`src/sv/lhbp_ram.sv`:
```
// ----------------------------------------------------------------------------
// lhbp_ram
// Simple dual-port synchronous RAM: one write port, and one read port
// whose read is registered.
// ----------------------------------------------------------------------------
module lhbp_ram #(
  parameter int WIDTH     = 2,
  parameter int ADDR_BITS = 11
) (
  input  logic                 clk,
  input  logic                 we,
  input  logic [ADDR_BITS-1:0] waddr,
  input  logic [WIDTH-1:0]     wdata,
  input  logic [ADDR_BITS-1:0] raddr,
  output logic [WIDTH-1:0]     rdata
);

  logic [WIDTH-1:0] mem [2**ADDR_BITS];

  always_ff @(posedge clk) begin
    if (we) begin
      mem[waddr] <= wdata;
    end
  end

  always_ff @(posedge clk) begin
    rdata <= mem[raddr];
  end

endmodule

```
`config.mk`:
```
export PLATFORM = sky130hd
export DESIGN_NAME = lhbp_ram
export DESIGN_NICKNAME = d
export VERILOG_FILES = /design/src/sv/lhbp_ram.sv
export SDC_FILE = /design/constraint.sdc
export NUM_CORES = 2
export LEC_CHECK = 0
export BUFFER_PORTS_ARGS = -buffer_cell sky130_fd_sc_hd__clkbuf_2
export CAP_MARGIN = 20
export CORE_MARGIN = 10
export CORE_UTILIZATION = 48
export CTS_BUF_LIST = sky130_fd_sc_hd__clkbuf_8 sky130_fd_sc_hd__clkbuf_16
export CTS_CLUSTER_SIZE = 12
export DETAILED_ROUTE_END_ITERATION = 10
export RECOVER_POWER = 100
export SLEW_MARGIN = 20
export SYNTH_ARGS = -nofsm -noshare
export SYNTH_HDL_FRONTEND = slang
export SYNTH_SLANG_ARGS = --single-unit
export TNS_END_PERCENT = 100
```
`constraint.sdc`:
```
create_clock -name clk -period 3.9 [get_ports clk]
set_clock_uncertainty 0.15 [all_clocks]
set_input_delay 0.39 -clock clk [delete_from_list [all_inputs] [get_ports clk]]
set_output_delay 0.39 -clock clk [all_outputs]
set_load 0.01 [all_outputs]
```
==> run_results.csv <==
group,metric,value,unit
run_status,status,"finished with violations",
run_status,violations,"max-capacitance violations, max-slew violations, negative setup slack",
power_and_ir_drop,vdd_drop_max,0.449,mV
sta,tightest_slew,3.27,ns
synthesis,async_flop_share,0,%
final_layout,fin_util,54.4,%
placed_design,dpl_cell_area,179000,um2
placed_design,dp_hpwl,327000,um
routing,firstDrtPassIters,7,
grt,grt_pass1_wl,740000,um
sta,fin_ws,-0.0650,ns
placed_design,port_buffers,27,
job,cap_violations,30,
synthesis,ys_seq_area_share,72.9,%
floorplanning,initial_utilization,48.3,%
worst_setup_path,critPathKind,"primary input to flop",
min_path,hold_path.class,"primary input to flop",
final_layout,synthToLayoutAreaGrowth,12.6,%
sta,hold_viol,0,
synthesis,netlist.area_leader.share,72.9,%
grt,grt_antenna_before_repair,61,
floorplanning,io_pins,28,
sta,slew_headroom,-118,%
clocking,clk_path_buf_depth,4,
synthesis,avgSynthCellArea,16.6,um2
sta,finalSetupViolCount,67,
synthesis,syn_inst,10200,
clocking,post_cts_buffers,0,
clocking,clock_latency,1.01,ns
routing,ant_nets,0,
grt,grt_overflow,0,
synthesis,synth_area_leaders,"edfxtp_1 (73%), mux4_2 (8.2%), nor2_1 (4.9%)",
routing,wl,528000,um
routing,drtIter0Drc,15400,
worst_setup_path,arrival,4.69,ns
sta,rsz0062_at_grt,"no",
worst_setup_path,required,4.62,ns
worst_setup_path,crit_path_end_kind,"flop",
floorplanning,die_area,376000,um2
sta,tns,-1.27,ns
routing,vias_per_cell,6.44,
synthesis,ys.flop_type,"edfxtp_1",
final_layout,nets,10600,
synthesis,syn_area,169000,um2
sta,whs,0.110,ns
synthesis,syn-num-nets,10200,
grt,grt_max_degree,159,
floorplanning,row_count,217,
synthesis,ys_types,81,
synthesis,yosys_warnings,0,
synthesis,yosys.area.top_type,"edfxtp_1",
final_layout,final_cell_area,190000,um2
clocking,cts.clk_slew.worst_paths,0.06,ns
floorplanning,die_h,613,um
final_layout,final_cell_count_no_fill,15500,
clocking,cts_tree,"built",
power_and_ir_drop,p_leak,60.0,nW
final_layout,final_common_cell,"edfxtp_1",
routing,drc,0,
clocking,cts-buffers-inserted,423,
grt,grt_pass1_vias,99100,
sta,report.final.slew_viol_count,1119,
worst_setup_path,start_kind,"primary input",
grt,grtUsageTotal,27.5,%
sta,fin_crit_sh,102,%
synthesis,synth_edf_count,4096,
sta,fmax,252,MHz
placed_design,dp_cells,14800,
routing,num_vias,100000,
floorplanning,fp.coreArea,350000,um2
synthesis,synth-seq-cells,4098,
sta,final.min_clock_period,3.96,ns
clocking,h-tree-depth,5,
final_layout,drive_gt1_share,18.2,%
clocking,cts_root_buffer,"clkbuf_16",
floorplanning,fp.dieW,613,um
clocking,cts.sinks,4098,
placed_design,place.gp.congestion,0.898,
routing,wire_per_inst,34.0,um
final_layout,layout_common_cells,"edfxtp_1 (4096), nor2_1 (2177), mux2i_1 (798)",
power_and_ir_drop,power_density,478,nW/um2
worst_setup_path,cp_max_fo,40,
==> stage by stage <==
step                setup slack [ns]  total power, W
global placement               -2.65          0.0542
CTS                            0.199          0.0912
detailed placement            -0.853          0.0543
global route                  0.0269          0.0932
floorplan                       1.02          0.0518
finish                       -0.0650          0.0909
==> critical path, cell delays in order <==
cell and delay [ns]:
buf_12 0.27, buf_12 0.21, buf_12 0.24, buf_12 0.32
mux2i_1 0.25, o221ai_1 0.51, a2111oi_1 0.57, buf_4 0.26
and4b_1 0.34, o21ai_0 0.91, or3_1 0.22, nand4_1 0.08
==> synthesized netlist by cell type, types with 12 or more instances <==
| cell | instances |
|---|---|
| nor2_1 | 2181 |
| a2111oi_0 | 25 |
| o31ai_1 | 15 |
| a31oi_1 | 19 |
| nand4_1 | 26 |
| nand2_1 | 228 |
| mux2_2 | 22 |
| a211oi_1 | 63 |
| nand3_1 | 81 |
| nor3_1 | 163 |
| mux4_2 | 612 |
| edfxtp_1 | 4096 |
| mux2i_1 | 798 |
| o21ai_0 | 123 |
| o221ai_1 | 251 |
| nor4_1 | 61 |
| mux4_1 | 26 |
| buf_6 | 104 |
| buf_12 | 15 |
| clkbuf_1 | 446 |
| o22ai_1 | 178 |
| buf_4 | 27 |
| a21oi_1 | 149 |
| and2_1 | 19 |
| buf_2 | 88 |
| nor2b_1 | 12 |
| buf_1 | 112 |
| buf_8 | 42 |
==> where the power goes <==
part / switching, W / total (W) / internal, W
logic: 0.00326 / 0.00490 / 0.00165
registers: 0.0000167 / 0.0485 / 0.0485
clock network: 0.0167 / 0.0375 / 0.0208
==> repair_timing <==
item,4_1_cts,5_1_grt
endpoints found under the setup margin,0,0
endpoints found under the hold margin,279,0
gates resized for setup,0,0
hold buffers,9,0
==> layer usage <==
layer / routed length (um) / global-route usage, % / vias to the layer above
met5: 221 / 0.657 / -
met4: 22400 / 10.9 / 26
met3: 63200 / 6.19 / 1047
met2: 241000 / 41.9 / 6251
met1: 202000 / 38.7 / 52100
li1: - / - / 40600
==> final cells by class <==
class / instances / area (um2)
Multi-Input combinational cell: 5219 / 41000
Timing Repair Buffer: 841 / 7560
Clock inverter: 299 / 1860
Clock buffer: 430 / 10800
Sequential cell: 4098 / 123000
Inverter: 4 / 27.5
Tap cell: 4599 / 5750
Antenna cell: 45 / 113
Fill cell: 27700 / 160000
==> path summary, 6_finish.rpt <==
kind / from / endpoint / slack (ns) / depth (start not counted)
min: we / mem[978][1] / 0.11 / 3
max reg2reg: mem[253][0] / rdata[0] / 0.11 / 12
min reg2reg: mem[1698][1] / rdata[1] / 1.02 / 8
max: raddr[0] / rdata[1] / -0.06 / 12
==> cells by family after synthesis <==
group / synth area share, %
mux: 13.5
flops: 72.9
simple gates: 6.87
buf+inv: 3.00
compound gates: 3.78
==> state kept, by name, summed over array words and instances (netlist names) <==
signal and count:
mem 4096, rdata 2
Power figures use the tool's default switching activity.
